===== config.mk =====
export PLATFORM = sky130hd
export DESIGN_NAME = fdc_scale
export DESIGN_NICKNAME = d
export VERILOG_FILES = /design/src/rtl/fdc_pkg.sv /design/src/rtl/fdc_scale.sv
export SDC_FILE = /design/constraint.sdc
export NUM_CORES = 2
export LEC_CHECK = 0
export BUFFER_PORTS_ARGS = -buffer_cell sky130_fd_sc_hd__buf_2
export CORE_MARGIN = 10
export CORE_UTILIZATION = 40
export DETAILED_ROUTE_END_ITERATION = 8
export GPL_TIMING_DRIVEN = 0
export HOLD_SLACK_MARGIN = 0.08
export RECOVER_POWER = 100
export SYNTH_ARGS = -nofsm -noshare
export SYNTH_HDL_FRONTEND = slang
export SYNTH_SLANG_ARGS = --single-unit

===== constraint.sdc =====
create_clock -name clk -period 7.2 [get_ports clk]
set_input_delay 0.72 -clock clk [delete_from_list [all_inputs] [get_ports clk]]
set_output_delay 0.72 -clock clk [all_outputs]
set_load 0.01 [all_outputs]

===== src/rtl/fdc_pkg.sv =====
package fdc_pkg;

    localparam int DEF_COORD_BITS = 21;
    localparam int FRAC_BITS      = 8;
    localparam int SQRT_STEPS     = 2;
    localparam int SCALE_W        = 24;
    localparam int SCALE_FRAC     = 28;
    localparam int DELAY_W        = 32;
    localparam int FOCAL_W        = 20;
    localparam int APER_W         = 20;
    localparam int RADIUS_W       = 21;
    localparam int MODE_W         = 3;
    localparam int CFG_IDX_W      = 3;

    localparam logic [MODE_W-1:0] MODE_NONE = 3'd0;
    localparam logic [MODE_W-1:0] MODE_X    = 3'd1;
    localparam logic [MODE_W-1:0] MODE_Y    = 3'd2;
    localparam logic [MODE_W-1:0] MODE_XY   = 3'd3;
    localparam logic [MODE_W-1:0] MODE_SEP  = 3'd4;
    localparam logic [MODE_W-1:0] MODE_USER = 3'd5;

    localparam logic [CFG_IDX_W-1:0] REG_MODE   = 3'd0;
    localparam logic [CFG_IDX_W-1:0] REG_FOCAL  = 3'd1;
    localparam logic [CFG_IDX_W-1:0] REG_APER_X = 3'd2;
    localparam logic [CFG_IDX_W-1:0] REG_APER_Y = 3'd3;
    localparam logic [CFG_IDX_W-1:0] REG_RADIUS = 3'd4;
    localparam logic [CFG_IDX_W-1:0] REG_SCALE  = 3'd5;

    localparam logic [SCALE_W-1:0] SCALE_RST = 24'd699051;

    typedef struct packed {
        logic [MODE_W-1:0]   mode;
        logic [FOCAL_W-1:0]  focal;
        logic [APER_W-1:0]   aper_x;
        logic [APER_W-1:0]   aper_y;
        logic [RADIUS_W-1:0] radius;
        logic [SCALE_W-1:0]  scale;
    } cfg_t;

endpackage


===== src/rtl/fdc_scale.sv =====
module fdc_scale #(
    parameter int ROOT_W = 30
) (
    input  logic                         clk,
    input  logic [3:0]                   en,
    input  logic [ROOT_W-1:0]            root_edge,
    input  logic [ROOT_W-1:0]            root_main,
    input  logic [ROOT_W-1:0]            root_y,
    input  fdc_pkg::cfg_t                cfg,
    output logic [fdc_pkg::DELAY_W-1:0]  delay
);
    import fdc_pkg::*;

    localparam int DM_W   = ROOT_W + 1;
    localparam int PROD_W = DM_W + SCALE_W;
    localparam int R_W    = PROD_W - SCALE_FRAC + 1;
    localparam int RX_W   = (R_W > DELAY_W + 1) ? R_W : DELAY_W + 1;

    logic [DM_W-1:0]      elem_path, mag_reg;
    logic                 neg1_reg, neg2_reg, neg3_reg;
    logic [2*SCALE_W-1:0] lo_reg;
    logic [DM_W-1:0]      hi_reg;
    logic [PROD_W:0]      total;
    logic [RX_W-1:0]      r_reg;
    logic [DELAY_W-1:0]   sat, delay_reg, delay_next;

    localparam logic [RX_W-1:0] POS_MAX = RX_W'(32'h7FFF_FFFF);
    localparam logic [RX_W-1:0] NEG_MAX = RX_W'(32'h8000_0000);

    assign elem_path = (cfg.mode == MODE_SEP) ? ({1'b0, root_main} + {1'b0, root_y})
                                              : {1'b0, root_main};

    assign total = (PROD_W+1)'({hi_reg, {SCALE_W{1'b0}}}) + (PROD_W+1)'(lo_reg)
                 + ((PROD_W+1)'(1) << (SCALE_FRAC - 1));

    always_comb
    begin
        if (!neg3_reg)
        begin
            sat = (r_reg > POS_MAX) ? DELAY_W'(32'h7FFF_FFFF) : r_reg[DELAY_W-1:0];
        end
        else
        begin
            sat = (r_reg > NEG_MAX) ? DELAY_W'(32'h8000_0000) : (~r_reg[DELAY_W-1:0] + 1'b1);
        end
        case (cfg.mode)
            MODE_X, MODE_Y, MODE_XY, MODE_SEP: delay_next = sat;
            MODE_USER:                         delay_next = DELAY_W'(cfg.focal);
            default:                           delay_next = '0;
        endcase
    end

    always_ff @(posedge clk)
    begin
        if (en[0])
        begin
            neg1_reg <= elem_path > {1'b0, root_edge};
            mag_reg  <= (elem_path > {1'b0, root_edge}) ? elem_path - {1'b0, root_edge}
                                                        : {1'b0, root_edge} - elem_path;
        end
        if (en[1])
        begin
            neg2_reg <= neg1_reg;
            lo_reg   <= mag_reg[SCALE_W-1:0] * cfg.scale;
            hi_reg   <= DM_W'(mag_reg[DM_W-1:SCALE_W] * cfg.scale);
        end
        if (en[2])
        begin
            neg3_reg <= neg2_reg;
            r_reg    <= RX_W'(total[PROD_W:SCALE_FRAC]);
        end
        if (en[3])
        begin
            delay_reg <= delay_next;
        end
    end

    assign delay = delay_reg;

endmodule


Yosys cells after proc, flatten, opt, wreduce, memory -nomap -nowiden
Index checks and enable logic that the tools add are counted.

Register bits: 173. Input bits: 203. Output and inout bits: 32. Logic and storage cells: 32.

Add/sub/neg operators: 6. Multipliers: 2. Magnitude comparators: 3. Equality and inequality tests: 5. Multiplexer cells: 6. Bitwise gates (word level): 1. Reduce and logical (&&, ||, !) cells: 1.

Operator list (count): $mux 31 (3); $mux 32 (2); $pmux 32 s2 (1); $add 55x48->56 (1); $add 56x28->56 const B (1); $mul 24x24->48 (1); $add 32x1->32 const B (1); $gt 28x32->1 const B (1); $not 28->32 (1); $add 30x30->31 (1); $gt 28x31->1 const B (1); $gt 31x30->1 (1); $mul 7x24->31 (1); $sub 30x31->31 (1); $sub 31x30->31 (1); $eq 3x2->1 const B (2); $eq 3x3->1 const B (2); $reduce_or 4->1 (1); $eq 3x1->1 const B (1).

Depth between registers and ports, before layout
Depth after elaboration: 5. Mapped depth: 26. Depth with buffers taken out: 25.

Worst setup path after synthesis
Ideal clock, no wire load.

Kind: input port to flip-flop. From: in cfg[3] in the netlist's numbering. To: reg lo_reg[45], data pin. Library setup time: 0.259 ns. Arrival time: 6.907 ns. Data required time: 6.941 ns. Path slack: 0.034 ns. Stages on the path: 26. Path buffers: 1. Path through: clkbuf_1 > nand2_1 > fa_1 > inv_1 > fa_1 > inv_1 > fa_1 > inv_1 > fa_1 > inv_1 > fa_1 > inv_1 > fa_1 > inv_1 > fa_1 > inv_1 > ha_1 > a211oi_1 > o21ai_0 > o21a_1 > o31ai_1 > a2111oi_0 > o21ai_0 > a21boi_0 > o2111a_1 > a211o_1.

Longest elaborated chain between the ends: 1.

RTL lines: start, declared (line fdc_scale.sv:9) `input fdc_pkg::cfg_t cfg,`; $mul 24x24->48 (line fdc_scale.sv:64) `lo_reg <= mag_reg[SCALE_W-1:0] * cfg.scale;`; end signal, assigned (line fdc_scale.sv:64); end, declared (line fdc_scale.sv:21) `logic [2*SCALE_W-1:0] lo_reg;`.

Every way passes these cells. A chain may end at the register's enable or synchronous reset.

Final worst setup path
From: reg mag_reg[0]. To: reg lo_reg[45], data pin.

Longest elaborated chain between the ends: 1.

RTL lines: start, declared (line fdc_scale.sv:19) `logic [DM_W-1:0] elem_path, mag_reg;`; start signal, assigned (line fdc_scale.sv:58) `mag_reg <= (elem_path > {1'b0, root_edge}) ? elem_path - {1'b0, root_edge}`; $mul 24x24->48 (line fdc_scale.sv:64).

Every way passes these cells.

==> flow_summary.toml <==
[hold_path]
min_path_cells = 0
worstHoldEndpoint = "neg3_reg$_DFFE_PP_"
hp-class = "reg2reg"
hp-start = "neg2_reg$_DFFE_PP_"

[setup_path]
crit_arrival_ps = 7590
start_kind = "flip-flop"
r2r_setup_slack_ps = -200
reg2regPathDepth = 27
cp_common_cell = "fa_1"
max_stage_delay_ps = 680
crit_type = "reg2reg"
path_max_fanout = 10
endpoint_kind = "flip-flop"
r2r-start = "mag_reg[0]$_DFFE_PP_"
required_ps = 7390
timing.rr.end = "lo_reg[45]$_DFFE_PP_"
critPathSlowestCell = "clkbuf_1"

[final_layout]
final_nets = 5328
largest_reg_flops = 32
area_growth_pct = 12.6
drive_gt1_share_pct = 10.7
fillers = 8561
finish.utilization_pct = 45.5

[run_status]
status = "complete, but fails checks"
violations = "max-capacitance violations, max-slew violations, negative setup slack"

[synthesis]
yosys-top-cells-count = "732 x inv_1, 593 x fa_1, 561 x nand2_1"
synth_top_cell_by_area = "fa_1"
syn-cell-area_um2 = 35100
synth_edf_count = 149
syn-num-nets = 5061
yosysSeqAreaShare_pct = 12.8
synth.most_common_cell = "inv_1"
avgSynthCellArea_um2 = 8.98
async_flop_share_pct = 0
yosysWarnings = 0
synthFlopType = "edfxtp_1"
synth_area_leaders = "fa_1 34%, edfxtp_1 13%, ha_1 13%"
synthCells = 3909
synth_top_cell_area_share_pct = 33.8
synth_seq_cells = 149
synth_cell_types = 75

[timing]
skew_ps = 15.6
tightest_slew_ps = 3160
relSlewSlack_pct = -110
rsz0062_at_grt = "yes"
period_needed_ps = 7400
timing.final.crit_share_pct = 103
fin_ws_ps = -197
setup_viol = 8
worst_hold_slack_ps = 441
fmax_mhz = 135
finalHoldViolations = 0
drv_slew = 123

[die]
start_util_pct = 40.4
dieArea_um2 = 100000
core-area_um2 = 86900
die_width_um = 316
row_count = 108
io_pins = 235
die_h_um = 316

[clock_network]
cts_tree = "built"
hold_buffers = 0
cts_buffer_depth = 2
cts.sinks = 149
cts_made_buffers = 17
path_clk_slew_ps = 70
clk_latency_ps = 480
clock_tree.htree_level_count = 4
root_buffer = "clkbuf_16"

[global_routing]
grt_overflow = 0
grt_pass1_wl_um = 176000
grt_max_degree = 57
grt_use_total_pct = 23.3
antenna_found_initial = 12
grt_pass1_vias = 29100

[routing]
drt_pass1_iterations = 5
drc = 0
routed_wl_um = 116000
drt-vias-per-instance = 5.30
wl_per_cell_um = 21.7
vias = 28400
drt-initial-drc-count = 2332
antenna_left = 0

[placed_design]
gp_congestion = 0.989
port-buffer-count = 173
dpl.hpwl_um = 94400

[job]
max-cap-violations = 3
worst max-delay path by stage:
stage	startpoint	to	slack (ps)	depth (start not counted)
floorplan	cfg[3]	lo_reg[45]$_DFFE_PP_	30	26
global placement	cfg[0]	lo_reg[45]$_DFFE_PP_	-2980	25
detailed placement	cfg[0]	lo_reg[45]$_DFFE_PP_	-2970	25
CTS	mag_reg[8]$_DFFE_PP_	lo_reg[45]$_DFFE_PP_	-180	27
global route	cfg[9]	lo_reg[45]$_DFFE_PP_	-350	29
finish	mag_reg[0]$_DFFE_PP_	lo_reg[45]$_DFFE_PP_	-200	27
critical path, delay by kind of cell, from the launching register on:
kind	cells	cell delay [ps]
AO/OA/AOI/OAI	9	1580
adder cells (fa/ha/maj)	8	3410
AND/OR/NAND/NOR	1	150
flip-flops	1	540
buffers and inverters	9	1430
what timing repair did:
action / 4_1_cts / 5_1_grt
pin swaps: 41 / 31
resized for setup: 245 / 83
buffers inserted: 60 / 15
endpoints found under the setup margin: 24 / 18
cell usage in the layout, fill, tap and decap left out, drive strengths merged, types with 27 or more instances in the layout:
cell type  instances
o21a              28
nor2             101
o21ai            101
fa               593
mux2i             29
ha               356
buf              237
clkbuf           213
a21oi            147
edfxtp           149
and2             360
nor3              27
nand3             32
inv              739
xor2              72
nand2            561
xnor2             75
a21o              76
layout make-up:
type	instances	area [um2]	share of cell area [%]
clock inverter	14	166	0.421
timing repair buffer	248	1460	3.69
inverter	733	2750	6.97
tap	1155	1450	3.66
sequential	149	4470	11.3
antenna	10	25.0	0.0633
buffer	184	1240	3.14
multi-input combinational	2843	27500	69.6
clock buffer	18	429	1.09
metrics by stage:
step                      setup WS [ps]  instances  instance area (um2)  TNS [ps]
after global routing               -346       5344                39500     -2770
after global placement            -2980       5237                37400    -47640
after floorplan                    34.0       3909                35100         0
final                              -197       5354                39500      -663
after detailed placement          -2970       5237                37400    -47600
after CTS                          -185       5329                39200      -352
logic make-up after synthesis:
| kind of cell | share of synthesized area [%] |
|---|---|
| compound gates | 9.73 |
| simple gates | 16.5 |
| xor+xnor | 3.67 |
| flops | 12.8 |
| buf+inv | 9.87 |
| fa+ha+maj | 46.5 |
| mux | 0.956 |
routing by layer:
metal  vias to the layer above  global-route usage, %  share of wire, %
li1                      12900                      -                 -
met1                     14000                   30.1                41
met2                      1196                   37.0                46
met3                       276                   4.57               8.2
met4                        12                   11.7               5.0
met5                         -                      0             0.060
Power is left out: the tool's default activity adds up to more than one toggle a clock period on the data nets, which glitch-free logic cannot reach.
