--- config.mk ---
export PLATFORM = sky130hd
export DESIGN_NAME = fdc_sqrt_pipe
export DESIGN_NICKNAME = d
export VERILOG_FILES = /design/src/rtl/fdc_pkg.sv /design/src/rtl/fdc_sqrt_pipe.sv
export SDC_FILE = /design/constraint.sdc
export NUM_CORES = 2
export LEC_CHECK = 0
export BUFFER_PORTS_ARGS = -buffer_cell sky130_fd_sc_hd__buf_2
export CAP_MARGIN = 20
export CORE_AREA = 10 10 316 318
export CTS_BUF_LIST = sky130_fd_sc_hd__clkbuf_2 sky130_fd_sc_hd__clkbuf_4 sky130_fd_sc_hd__clkbuf_8
export DETAILED_ROUTE_END_ITERATION = 16
export DIE_AREA = 0 0 326 328
export GPL_TIMING_DRIVEN = 0
export PLACE_DENSITY = 0.91
export REMOVE_ABC_BUFFERS = 1
export SLEW_MARGIN = 20
export SYNTH_ARGS = -nofsm -noshare
export SYNTH_HDL_FRONTEND = slang
export SYNTH_SLANG_ARGS = --single-unit
--- constraint.sdc ---
create_clock -name clk -period 10.6 [get_ports clk]
set_input_delay 1.59 -clock clk [delete_from_list [all_inputs] [get_ports clk]]
set_output_delay 1.59 -clock clk [all_outputs]
set_load 0.005 [all_outputs]
--- src/rtl/fdc_pkg.sv ---
package fdc_pkg;

    localparam int DEF_COORD_BITS = 21;
    localparam int FRAC_BITS      = 8;
    localparam int SQRT_STEPS     = 2;
    localparam int SCALE_W        = 24;
    localparam int SCALE_FRAC     = 28;
    localparam int DELAY_W        = 32;
    localparam int FOCAL_W        = 20;
    localparam int APER_W         = 20;
    localparam int RADIUS_W       = 21;
    localparam int MODE_W         = 3;
    localparam int CFG_IDX_W      = 3;

    localparam logic [MODE_W-1:0] MODE_NONE = 3'd0;
    localparam logic [MODE_W-1:0] MODE_X    = 3'd1;
    localparam logic [MODE_W-1:0] MODE_Y    = 3'd2;
    localparam logic [MODE_W-1:0] MODE_XY   = 3'd3;
    localparam logic [MODE_W-1:0] MODE_SEP  = 3'd4;
    localparam logic [MODE_W-1:0] MODE_USER = 3'd5;

    localparam logic [CFG_IDX_W-1:0] REG_MODE   = 3'd0;
    localparam logic [CFG_IDX_W-1:0] REG_FOCAL  = 3'd1;
    localparam logic [CFG_IDX_W-1:0] REG_APER_X = 3'd2;
    localparam logic [CFG_IDX_W-1:0] REG_APER_Y = 3'd3;
    localparam logic [CFG_IDX_W-1:0] REG_RADIUS = 3'd4;
    localparam logic [CFG_IDX_W-1:0] REG_SCALE  = 3'd5;

    localparam logic [SCALE_W-1:0] SCALE_RST = 24'd699051;

    typedef struct packed {
        logic [MODE_W-1:0]   mode;
        logic [FOCAL_W-1:0]  focal;
        logic [APER_W-1:0]   aper_x;
        logic [APER_W-1:0]   aper_y;
        logic [RADIUS_W-1:0] radius;
        logic [SCALE_W-1:0]  scale;
    } cfg_t;

endpackage

--- src/rtl/fdc_sqrt_pipe.sv ---
module fdc_sqrt_pipe #(
    parameter int SQ_W  = 44,
    parameter int NPAIR = 30,
    parameter int NSTG  = 15
) (
    input  logic             clk,
    input  logic [NSTG-1:0]  en,
    input  logic [SQ_W-1:0]  s,
    output logic [NPAIR-1:0] root
);
    import fdc_pkg::*;

    localparam int RW = NPAIR + 2;
    localparam int XW = 2 * NPAIR;

    logic [NPAIR-1:0] root_reg [NSTG];
    logic [RW-1:0]    rem_reg  [NSTG-1];
    logic [XW-1:0]    x_reg    [NSTG-1];

    for (genvar g = 0; g < NSTG; g++)
    begin : g_stg
        logic [RW-1:0]    rem_in, rem_next;
        logic [NPAIR-1:0] root_in, root_next;
        logic [XW-1:0]    x_in, x_next;

        if (g == 0)
        begin : g_first
            assign rem_in  = '0;
            assign root_in = '0;
            assign x_in    = {s, {(XW-SQ_W){1'b0}}};
        end
        else
        begin : g_rest
            assign rem_in  = rem_reg[g-1];
            assign root_in = root_reg[g-1];
            assign x_in    = x_reg[g-1];
        end

        always_comb
        begin : p_step
            logic [RW-1:0] trial;
            rem_next  = rem_in;
            root_next = root_in;
            x_next    = x_in;
            trial     = '0;
            for (int t = 0; t < SQRT_STEPS; t++)
            begin
                if (g * SQRT_STEPS + t < NPAIR)
                begin
                    rem_next = {rem_next[NPAIR-1:0], x_next[XW-1 -: 2]};
                    x_next   = x_next << 2;
                    trial    = {root_next, 2'b01};
                    if (rem_next >= trial)
                    begin
                        rem_next  = rem_next - trial;
                        root_next = {root_next[NPAIR-2:0], 1'b1};
                    end
                    else
                    begin
                        root_next = {root_next[NPAIR-2:0], 1'b0};
                    end
                end
            end
        end

        always_ff @(posedge clk)
        begin
            if (en[g])
            begin
                root_reg[g] <= root_next;
            end
        end

        if (g < NSTG - 1)
        begin : g_carry
            always_ff @(posedge clk)
            begin
                if (en[g])
                begin
                    rem_reg[g] <= rem_next;
                    x_reg[g]   <= x_next;
                end
            end
        end
    end

    assign root = root_reg[NSTG-1];

endmodule

# == After elaboration in Yosys (flattened, before gate mapping) ==
# Memories as Yosys holds them, arrays and structs flattened.
# Index checks and enable logic that the tools add are counted.
# totals
regBits,0
mem_bits_rw,1682
in_bits,60
output_inout_bits,30
word_cells,151
memories,3
# op_classes
n_addsub,29
magnitude_cmp,30
n_mux,89
# memory_table
name,depth,width,read_ports,rd_ports_with_merged_regs,write_ports,line,rtl
x_reg,14,56,14,0,14,fdc_sqrt_pipe.sv:18,logic [XW-1:0] x_reg [NSTG-1];
root_reg,15,30,15,0,15,fdc_sqrt_pipe.sv:16,logic [NPAIR-1:0] root_reg [NSTG];
rem_reg,14,32,14,0,14,fdc_sqrt_pipe.sv:17,logic [RW-1:0] rem_reg [NSTG-1];
# ops
operator,count
32-bit >= comparator,28
30-bit two-way mux,15
32-bit two-way mux,14
30-bit subtractor,14
32-bit subtractor,13
1-bit two-way mux,60
32-bit by 3-bit >= comparator with 1-bit output,1
32-bit by 3-bit subtractor with 32-bit output,1
"2-bit by 1-bit subtractor with 3-bit output, second input constant",1
"2-bit by 1-bit >= comparator with 1-bit output, second input constant",1

# == Logic depth before layout (Yosys ltp) ==
# An unclocked memory read counts as a cell.
# logic_depth
word_depth,5
mapped_depth,29
mapped_depth_nobuf,29

# == Worst setup path before layout ==
# No wires, ideal clock.
# synth_timing
kind,flip-flop to flip-flop
from,mem rem_reg[1][128] (netlist name)
to,mem rem_reg[1][171] (netlist name) (data pin)
setup_ps,260
t_arrival_ps,6885
path_slack_ps,3456
stages_incl_launch_ff,27
n_path_buf,2
synth_period_minus_slack_ps,7144
path_cell_list,edfxtp_1 ha_1 inv_1 fa_1 nor2b_1 o21ai_0 a31oi_1 o311ai_0 a31oi_1 and4_1 o31ai_1 nand4b_1 clkbuf_1 a31o_2 ha_1 or4_1 a21oi_1 o22ai_1 a21oi_1 nor2_1 o41a_1 o31a_1 o21a_1 o21a_1 nor4_2 buf_2 mux2_2
# synth_rtl
item,line
"start, declared",fdc_sqrt_pipe.sv:17

==> summary.txt <==
Synthesis
  – Synth Flop Type: edfxtp_1
  – Yosys warning total: 0
  – Register area share after synthesis: 0.429
  – Async SR Flop Fraction: 0
  – Mapped Cells: a little over 6000
  – Post-synth EDFFs: 858
  – Synth unique cells: 96
  – Syn_area_per_cell: 9.89 um^2
  – Ranking of synthesized cells by area: edfxtp_1 (43%), ha_1 (9.9%), xnor2_1 (5.4%)
  – Syn Std Cell Area: 60100 um^2
  – Yosys top cell area share: 0.429
  – Register bit count reported by yosys: 858
  – Largest area contributor in the netlist: edfxtp_1

Place
  – GP Congestion: ~0.94
  – Pre-CTS setup slack: 1860 ps
  – Dpl cells: 7294
  – Final HPWL DP: 110 mm
  – Port Buffers: just under 90

Worst setup path
  – Worst Path Max Fanout: 19
  – CP max stage delay: about 560 ps
  – Setup crit end kind: flip-flop
  – Worst path arrival time: 9560 ps
  – Buffers & Inverters on Critical Path: 5
  – Cell family with the largest share of critical-path delay: compound AO/OA/AOI/OAI gates
  – Critical path class: reg2reg
  – Critical path data required time: 11180 ps
  – Crit-path slowest cell: nand4b_1
  – Reg2Reg Setup Slack: 1620 ps
  – CP Launch Type: flip-flop

Global routing
  – Initial antenna violation count: 2
  – Pin count of the biggest net entering global routing: 67
  – Global-route wire length before repair: 232 mm
  – Met3 Use GR: 0.0380
  – Met1 Track Usage GR: 0.328
  – Overflow after GRT: 0
  – Vias in the first global route: 45700
  – Gr usage total: 0.262
  – Grt met2 use: 0.455
  – Busiest metal layer after global routing: met2

Clock tree
  – CTS tree: built
  – TritonCTS Sinks: 858
  – Later-pin clock latency in the skew report: ~840 ps
  – Root Buffer: clkbuf_8
  – TritonCTS buffer count: 143
  – Post-CTS Hold Buffers: 0
  – Clk slew on worst S/H paths: approximately 60 ps
  – CTS HTree Levels: 4
  – Post-CTS sizing: 0
  – Clock Path Buffers: 3
  – Post-CTS setup buffers: 0

Routing
  – Routed wire length: 145 mm
  – DRT iter0 DRCs: 3989
  – Post-route ant nets: 0
  – Routed wire per std cell: 19.2 um
  – DRT Pass-1 Iters: 6
  – Residual DRC: 0
  – Vias: about 47000
  – Via-to-Cell Ratio: 6.25

Flow run
  – Max cap viols: 0

Timing
  – Slew of the pin with the lowest slew margin: 1100 ps
  – Relative slew slack: 0.270
  – RSZ-0062 raised after global routing: false
  – Hold Worst Slack: 381 ps
  – Post-layout min period: about 9000 ps
  – Tcrit/Tclk final: 0.847
  – PnR worst setup slack: roughly 1600 ps
  – Layout Skew: 47.1 ps
  – Final-report setup violation count: 0
  – Final Hold Viols: 0
  – Final Max Slew Viols: 0
  – Fmax: 111 MHz

Die
  – Core area: 93000 um^2
  – Starting density of the core: 0.646
  – Die Y: 328 um
  – Die width: 326 um
  – Die area: 107000 um^2
  – Cell Rows: 112
  – I/O Pins: 90

Final layout
  – Fillers: 6768
  – Nets@finish: 6725
  – Most common cell after layout, fill and taps aside: edfxtp_1
  – Non-Filler Instances: 7547
  – Max reg flops: 398
  – Fraction of layout cells with a size suffix above 1: 0.0895
  – Most frequent cells in the layout: edfxtp_1 (858), nor2_1 (554), a21oi_1 (493), ha_1 (475), inv_1 (417)
  – Area Overhead vs Synth: 7.77%

Power
  – Peak supply drop: ~0.00019 V
  – Lkg Pwr: 26.0 nW
  – Power per cell area: 248 nW/um^2

Status
  – Status: completed

Worst hold path
  – Worst Hold Class: reg2reg
## worst paths after layout
path                   startpoint         endpoint  depth (start not counted)
hold / removal      x_reg[0][266]    x_reg[0][326]                          0
hold reg to reg     x_reg[0][266]    x_reg[0][326]                          0
setup reg to reg  rem_reg[1][128]  rem_reg[1][172]                         28
setup / recovery  rem_reg[1][128]  rem_reg[1][172]                         28
## layout make-up
cell class	instances	area [um^2]	share of cell area
clock buffer	182	2260	0.0349
inverter	424	1590	0.0246
multi-input combinational	4653	32200	0.498
clock inverter	67	624	0.00964
tap	1254	1570	0.0242
timing repair buffer	106	696	0.0107
antenna	3	7.51	0.000116
sequential	858	25800	0.398
## routing by layer
layer	vias up	share of wire
li1	22700	-
met1	22300	0.41
met2	1780	0.49
met3	382	0.058
met4	0	0.034
met5	-	0
## report_power, final
group          internal (mW)  switching (mW)  total (mW)
logic                   3.43            4.40        7.83
clock network           1.63            1.37        3.00
registers               4.69           0.531        5.23
total                   9.75            6.30        16.1
## Yosys cell counts (all sizes together), types with 15 or more instances
library cell / instances
or3: 59
or2: 41
nand4: 92
nand2: 407
nand3: 169
nand3b: 24
nor4: 67
o31ai: 44
a2111oi: 19
clkbuf: 119
o211ai: 32
edfxtp: 858
mux2: 140
a21boi: 16
o31a: 16
o22ai: 16
buf: 23
nand4b: 16
a31oi: 46
ha: 475
o21bai: 67
a21o: 183
nand2b: 62
inv: 422
and2: 46
nor2b: 79
a211oi: 38
mux2i: 24
o21a: 87
o21ai: 273
a21oi: 494
xnor2: 369
nor3: 153
nor2: 555
and3: 51
and4: 15
xor2: 229
or4: 32
## worst reg2reg max path, delay by kind of cell, from the launching register on
| kind | cells | cell delay, ps |
|---|---|---|
| AO/OA/AOI/OAI | 12 | 3740 |
| AND/OR/NAND/NOR | 6 | 2010 |
| buffers and inverters | 5 | 1150 |
| adder cells (fa/ha/maj) | 3 | 690 |
| multiplexers | 2 | 680 |
| flip-flops | 1 | 450 |
## through the flow
stage / instance area [um^2] / power (mW) / util / TNS [ps]
2_1_floorplan: 59500 / 11.1 / - / 0
3_3_place_gp: 61500 / 12.6 / 0.661 / -4580
3_5_place_dp: 61800 / 12.9 / 0.664 / 0
4_1_cts: 64700 / 16.0 / 0.695 / 0
5_1_grt: 64800 / 17.1 / 0.696 / 0
6_report: 64800 / 16.1 / 0.696 / 0
## cell families after synthesis
group / after synthesis / synth area share
fa+ha+maj: 479 / 0.100
simple gates: 1914 / 0.158
compound gates: 1495 / 0.160
mux: 164 / 0.0302
buf+inv: 566 / 0.0358
other cells: 1 / 0.0000624
xor+xnor: 598 / 0.0872
flops: 858 / 0.429
(Power assumes the default switching activity.)
