$ cat src/rtl/fdc_pkg.sv
package fdc_pkg;

    localparam int DEF_COORD_BITS = 21;
    localparam int FRAC_BITS      = 8;
    localparam int SQRT_STEPS     = 2;
    localparam int SCALE_W        = 24;
    localparam int SCALE_FRAC     = 28;
    localparam int DELAY_W        = 32;
    localparam int FOCAL_W        = 20;
    localparam int APER_W         = 20;
    localparam int RADIUS_W       = 21;
    localparam int MODE_W         = 3;
    localparam int CFG_IDX_W      = 3;

    localparam logic [MODE_W-1:0] MODE_NONE = 3'd0;
    localparam logic [MODE_W-1:0] MODE_X    = 3'd1;
    localparam logic [MODE_W-1:0] MODE_Y    = 3'd2;
    localparam logic [MODE_W-1:0] MODE_XY   = 3'd3;
    localparam logic [MODE_W-1:0] MODE_SEP  = 3'd4;
    localparam logic [MODE_W-1:0] MODE_USER = 3'd5;

    localparam logic [CFG_IDX_W-1:0] REG_MODE   = 3'd0;
    localparam logic [CFG_IDX_W-1:0] REG_FOCAL  = 3'd1;
    localparam logic [CFG_IDX_W-1:0] REG_APER_X = 3'd2;
    localparam logic [CFG_IDX_W-1:0] REG_APER_Y = 3'd3;
    localparam logic [CFG_IDX_W-1:0] REG_RADIUS = 3'd4;
    localparam logic [CFG_IDX_W-1:0] REG_SCALE  = 3'd5;

    localparam logic [SCALE_W-1:0] SCALE_RST = 24'd699051;

    typedef struct packed {
        logic [MODE_W-1:0]   mode;
        logic [FOCAL_W-1:0]  focal;
        logic [APER_W-1:0]   aper_x;
        logic [APER_W-1:0]   aper_y;
        logic [RADIUS_W-1:0] radius;
        logic [SCALE_W-1:0]  scale;
    } cfg_t;

endpackage

$ cat src/rtl/fdc_front.sv
module fdc_front #(
    parameter int COORD_BITS = 21,
    parameter int SQ_W       = 44
) (
    input  logic                         clk,
    input  logic [2:0]                   en,
    input  logic signed [COORD_BITS-1:0] elem_x,
    input  logic signed [COORD_BITS-1:0] elem_y,
    input  fdc_pkg::cfg_t                cfg,
    output logic [SQ_W-1:0]              sum_edge,
    output logic [SQ_W-1:0]              sum_main,
    output logic [SQ_W-1:0]              sum_y
);
    import fdc_pkg::*;

    logic [COORD_BITS-1:0]   mx_reg, my_reg, mx_next, my_next;
    logic [RADIUS_W-1:0]     edge_reg, edge_next;
    logic [2*COORD_BITS-1:0] x2_reg, y2_reg;
    logic [2*FOCAL_W-1:0]    f2_reg;
    logic [2*RADIUS_W-1:0]   e2_reg;
    logic [SQ_W-1:0]         sum_edge_reg, sum_main_reg, sum_y_reg;
    logic [SQ_W-1:0]         x2e, y2e, f2e, e2e;

    always_comb
    begin
        mx_next = elem_x[COORD_BITS-1] ? (~elem_x + 1'b1) : elem_x;
        my_next = elem_y[COORD_BITS-1] ? (~elem_y + 1'b1) : elem_y;
        case (cfg.mode)
            MODE_X:  edge_next = {1'b0, cfg.aper_x};
            MODE_Y:  edge_next = {1'b0, cfg.aper_y};
            default: edge_next = cfg.radius;
        endcase
    end

    always_ff @(posedge clk)
    begin
        if (en[0])
        begin
            mx_reg   <= mx_next;
            my_reg   <= my_next;
            edge_reg <= edge_next;
        end
        if (en[1])
        begin
            x2_reg <= mx_reg * mx_reg;
            y2_reg <= my_reg * my_reg;
            f2_reg <= cfg.focal * cfg.focal;
            e2_reg <= edge_reg * edge_reg;
        end
        if (en[2])
        begin
            sum_edge_reg <= e2e + f2e;
            sum_y_reg    <= y2e + f2e;
            case (cfg.mode)
                MODE_Y:  sum_main_reg <= y2e + f2e;
                MODE_XY: sum_main_reg <= x2e + y2e + f2e;
                default: sum_main_reg <= x2e + f2e;
            endcase
        end
    end

    assign x2e = SQ_W'(x2_reg);
    assign y2e = SQ_W'(y2_reg);
    assign f2e = SQ_W'(f2_reg);
    assign e2e = SQ_W'(e2_reg);

    assign sum_edge = sum_edge_reg;
    assign sum_main = sum_main_reg;
    assign sum_y    = sum_y_reg;

endmodule

$ cat config.mk
export PLATFORM = sky130hd
export DESIGN_NAME = fdc_front
export DESIGN_NICKNAME = d
export VERILOG_FILES = /design/src/rtl/fdc_pkg.sv /design/src/rtl/fdc_front.sv
export SDC_FILE = /design/constraint.sdc
export NUM_CORES = 2
export LEC_CHECK = 0
export BUFFER_PORTS_ARGS = -buffer_cell sky130_fd_sc_hd__buf_2
export CAP_MARGIN = 20
export CORE_MARGIN = 2
export CORE_UTILIZATION = 59
export CTS_CLUSTER_DIAMETER = 60
export CTS_CLUSTER_SIZE = 8
export DETAILED_ROUTE_END_ITERATION = 10
export HOLD_SLACK_MARGIN = 0.05
export PLACE_DENSITY = 0.87
export SLEW_MARGIN = 30
export SYNTH_ARGS = -nofsm -noshare
export SYNTH_HDL_FRONTEND = slang
export SYNTH_SLANG_ARGS = --single-unit
$ cat constraint.sdc
create_clock -name clk -period 7.1 [get_ports clk]
set_input_delay 0 -clock clk [delete_from_list [all_inputs] [get_ports clk]]
set_output_delay 0 -clock clk [all_outputs]
set_load 0.05 [all_outputs]
; ---- After elaboration in Yosys (flattened, before gate mapping)
; Cells that the tools add are included.
[op_classes]
addsub = 7
mul = 4
eq_ne = 3
muxes = 4
n_bitwise = 2
[op_table]
columns = operator, count
row1 = 42-bit by 40-bit adder with 43-bit output, 3
row2 = 21-bit by 21-bit multiplier with 42-bit output, 3
row3 = 44-bit one-hot mux with 2 select lines, 1
row4 = 43-bit by 40-bit adder with 44-bit output, 1
row5 = 42-bit by 42-bit adder with 43-bit output, 1
row6 = 21-bit by 1-bit adder with 21-bit output (second input constant), 2
row7 = 21-bit inverter, 2
row8 = 21-bit one-hot mux with 2 select lines, 1
row9 = 20-bit by 20-bit multiplier with 40-bit output, 1
row10 = 20-bit 2-to-1 mux, 2
row11 = 3-bit by 2-bit == test with 1-bit output (second input constant), 2
row12 = 3-bit by 1-bit == test with 1-bit output (second input constant), 1
[word_totals]
ff_bits = 361
out_inout_bits = 132
word_cells = 32

; ---- Depth between registers and ports, before layout
[depth]
word_depth = 3
ltp_mapped = 28

; ---- Least setup slack after synthesis
; Ideal clock, no wire load.
[synth_timing]
path_kind = reg-to-reg
startpoint = register my_reg[3]
endpoint = register y2_reg[38] (data pin)
t_arrival_ns = 6.751
t_required_ns = 6.839
path_slack_ns = 0.088
stages_incl_launch_ff = 26
path_cell_list = edfxtp_1 clkbuf_1 clkbuf_1 nand2_1 fa_1 inv_1 fa_1 inv_1 fa_1 inv_1 fa_1 fa_1 fa_1 inv_1 fa_1 inv_1 ha_1 a21oi_1 nand4b_1 nand2_1 a211o_1 o31ai_1 a21oi_1 o21ai_1 a21oi_1 a311o_1
[synth_via]
elab_chain_cells = 1
[synth_lines]
columns = item, line_no
row1 = "start, declared", fdc_front.sv:16  ; logic [COORD_BITS-1:0] mx_reg, my_reg, mx_next, my_next;
row2 = "start signal, assigned", fdc_front.sv:40  ; my_reg <= my_next;
row3 = 21-bit by 21-bit multiplier with 42-bit output, fdc_front.sv:46  ; y2_reg <= my_reg * my_reg;
row4 = "end signal, assigned", fdc_front.sv:46
row5 = "end, declared", fdc_front.sv:18  ; logic [2*COORD_BITS-1:0] x2_reg, y2_reg;
; No other way between the ends.
; A chain may end at the register's enable or synchronous reset.

; ---- Final worst setup path
[layout_timing]
startpoint = register mx_reg[8]
endpoint = register x2_reg[39] (data pin)
[layout_via]
elab_chain_cells = 1
[layout_lines]
columns = item, line_no
row1 = "start, declared", fdc_front.sv:16
row2 = "start signal, assigned", fdc_front.sv:39  ; mx_reg <= mx_next;
row3 = 21-bit by 21-bit multiplier with 42-bit output, fdc_front.sv:45  ; x2_reg <= mx_reg * mx_reg;
row4 = "end signal, assigned", fdc_front.sv:45
row5 = "end, declared", fdc_front.sv:18
; No other way between the ends.

==> impl_metrics.csv <==
group,metric,value,unit
clock_network,root_buffer,"clkbuf_16",
critical_path,crit_top_cell,"fa_1",
synthesis,netlist_area,69300,um2
synthesis,netlist_instances,7132,
timing,fmax,140,MHz
global_routing,grt_util_all_layers,31.6,%
timing,fin_crit,7.16,ns
routing,antenna_left,0,
global_routing,grt_overflow_total,0,
routing,drt_iter0_drc,4938,
layout,final_net_count,9814,
routing,vias_per_cell,5.80,
critical_path,path_cells,"buf_12 -> buf_4 -> buf_4 -> fa_1 -> inv_1 -> fa_1 -> fa_1 -> inv_1 -> fa_1 -> fa_2 -> fa_1 -> inv_1 -> fa_1 -> inv_1 -> ha_1 -> a2111oi_1 -> a21oi_4 -> a31oi_4 -> o21ai_2 -> o41ai_2 -> buf_4 -> nand4b_1 -> o211ai_1",
critical_path,endpoint_kind,"flop",
timing,tightest_slew,1.08,ns
critical_path,cp.arrival,7.64,ns
die,core_area,116000,um2
clock_network,cts.htree.levels,2,
job,drv_cap,0,
placed_design,dp_hpwl,152,mm
clock_network,worstSkewPairLatency,0.69,ns
critical_path,r2r_cells,23,
placed_design,port_buffers,259,
synthesis,yosysSeqAreaShare,15.4,%
placed_design,pre_cts_ws,-0.264,ns
synthesis,yosysWarnings,0,
routing,drt_wl_total,189,mm
synthesis,ys.flop_type,"edfxtp_1",
placed_design,globalplace.congestion,0.999,
timing,fin_crit_sh,101,%
synthesis,ys_types,78,
clock_network,cts_buffers,55,
routing,vias,53216,
global_routing,grt_max_degree,91,
timing,slew_headroom,27.5,%
critical_path,worstPathMaxFanout,6,
timing,finalClockSkew,0.0546,ns
die,start_util,59.6,%
global_routing,grt_pass1_wl,298,mm
timing,setup_viol,3,
clock_network,clock_sinks,355,
timing,finalMaxSlewViolations,0,
layout,largest_reg_flops,44,
synthesis,synth_edf_count,355,
clock_network,cts_tree,"built",
die,die_height,347,um
routing,drcViolationCount,0,
critical_path,slowest_stage,"a2111oi_1",
global_routing,antenna_found_initial,12,
die,die_w,347,um
layout,syn_to_final_growth,11.6,%
layout,drive_gt1_share,10.2,%
critical_path,required,7.58,ns
status,status,"finished with violations",
timing,hold_viol_final,0,
critical_path,path_class,"reg2reg",
routing,first_pass_iters,8,
die,rows,125,
synthesis,ys_ff_latch,355,
clock_network,cts_max_path_buffers,3,
global_routing,grt_pass1_vias,56896,
timing,rsz0062_at_grt,"true",
routing,route.detailed.wl_per_inst,20.6,um
die,io_pins,286,
synthesis,async_flop_share,0,%
hold_path,worstHoldPathCells,4,
timing,layout_setup_ws,-0.0640,ns
status,violations,"setup timing",
critical_path,critPathMaxStageDelay,0.70,ns
clock_network,cts.clk_slew.worst_paths,0.05,ns
synthesis,synth_area_per_cell,9.72,um2
die,die_area,120000,um2
hold_path,hold_path.class,"in2reg",
critical_path,startpoint_type,"flop",
==> cell type report <==
type                       count  area, um2
inverter                    1634       6130
fill                        8452      39000
clock buffer                  56       1380
multi-input combinational   4924      52300
tap                         1524       1910
sequential                   355      10700
antenna                        3       7.51
timing repair buffer         669       4860
clock inverter                15        184
==> cell families after synthesis <==
| group | synth area share, % |
|---|---|
| xor gates and xnor gates | 4.51 |
| buffers and inverters | 10.1 |
| and+or+nand+nor | 10.9 |
| other | 0.0108 |
| muxes | 0.330 |
| AOI/OAI and AO/OA | 8.77 |
| DFF | 15.4 |
| adders and majority gates | 50.0 |
==> Yosys cell counts, types with 21 or more instances <==
master,count,area [um2]
nor2b_1,55,344
xnor2_1,237,2080
nor2_1,256,961
or2_2,21,131
edfxtp_1,355,10700
ha_1,771,9650
and3_1,32,200
nand3_1,54,270
a22oi_1,30,225
a21o_1,162,1220
o21ai_0,129,646
nor3_1,36,180
clkbuf_1,213,800
nand4_1,31,194
o21a_1,31,233
and2_1,325,2030
nand2b_1,50,313
fa_1,1250,25000
a31oi_1,33,206
xor2_1,120,1050
o21ai_1,22,110
inv_1,1634,6130
a21oi_1,285,1430
nand2_1,675,2530
o21bai_1,37,278
o31ai_1,23,173
a211oi_1,34,255
==> metal layers <==
metal / GRT usage, % / vias to the layer above / wire length [um]
li1: - / 23383 / -
met1: 40.4 / 26599 / 70900
met2: 51.7 / 2594 / 90100
met3: 7.14 / 632 / 18500
met4: 13.8 / 8 / 9350
met5: 0 / - / 52
==> path summary, 6_finish.rpt <==
path	from	to	slack, ns
min	cfg[105]	sum_main[4]	0.11
min reg2reg	e2_reg[2]	sum_edge[2]	0.56
max reg2reg	mx_reg[8]	x2_reg[39]	-0.06
max	mx_reg[8]	x2_reg[39]	-0.06
==> through the flow <==
step | cell area (um2) | util (%) | hold slack, ns | TNS [ns] | std cells
finish | 77400 | 66.5 | 0.105 | -0.126 | 9180
global route | 77400 | 66.5 | 0.117 | -1.67 | 9178
CTS | 76300 | 65.6 | 0.0658 | -0.0482 | 9114
detailed placement | 73400 | 63.1 | 0.224 | -0.393 | 8910
floorplan | 69400 | - | 0.0989 | 0 | 7135
global placement | 73400 | 63.1 | 0.218 | -0.0308 | 8910
==> timing repair <==
item | 4_1_cts | 5_1_grt
hold buffers | 126 | 0
gates resized for setup | 6 | 138
endpoints found under the setup margin | 9 | 45
pin swaps | 3 | 74
gates cloned | 0 | 1
endpoints found under the hold margin | 272 | 0
buffers inserted | 7 | 62
==> cell usage in the layout, fill, tap and decap left out, drive strengths merged, types with 8 or more instances in the layout <==
cell / count
a211o: 12
a211oi: 35
a21boi: 13
a21o: 163
a21oi: 286
a221o: 8
a221oi: 8
a22oi: 30
a31oi: 33
and2: 325
and3: 32
and4: 8
buf: 541
clkbuf: 58
clkinv: 12
dlygate4sd3: 126
edfxtp: 355
fa: 1250
ha: 771
inv: 1634
mux2i: 15
nand2: 675
nand2b: 50
nand3: 54
nand4: 31
nor2: 256
nor2b: 55
nor3: 37
o2111ai: 8
o211ai: 15
o21a: 31
o21ai: 151
o21bai: 38
o31ai: 24
o41ai: 11
or2: 23
or3: 15
xnor2: 237
xor2: 120
==> worst max-delay path: cells and delay by family (launching register included) <==
family                   cells  cell delay [ns]
adder cells (fa/ha/maj)      8             3.82
AO/OA/AOI/OAI                6             1.67
buffers and inverters        8             0.92
flip-flops                   1             0.44
AND/OR/NAND/NOR              1             0.10
Power is not shown: default switching activity piles up to over one toggle a cycle in this logic, so the estimate is an artifact.
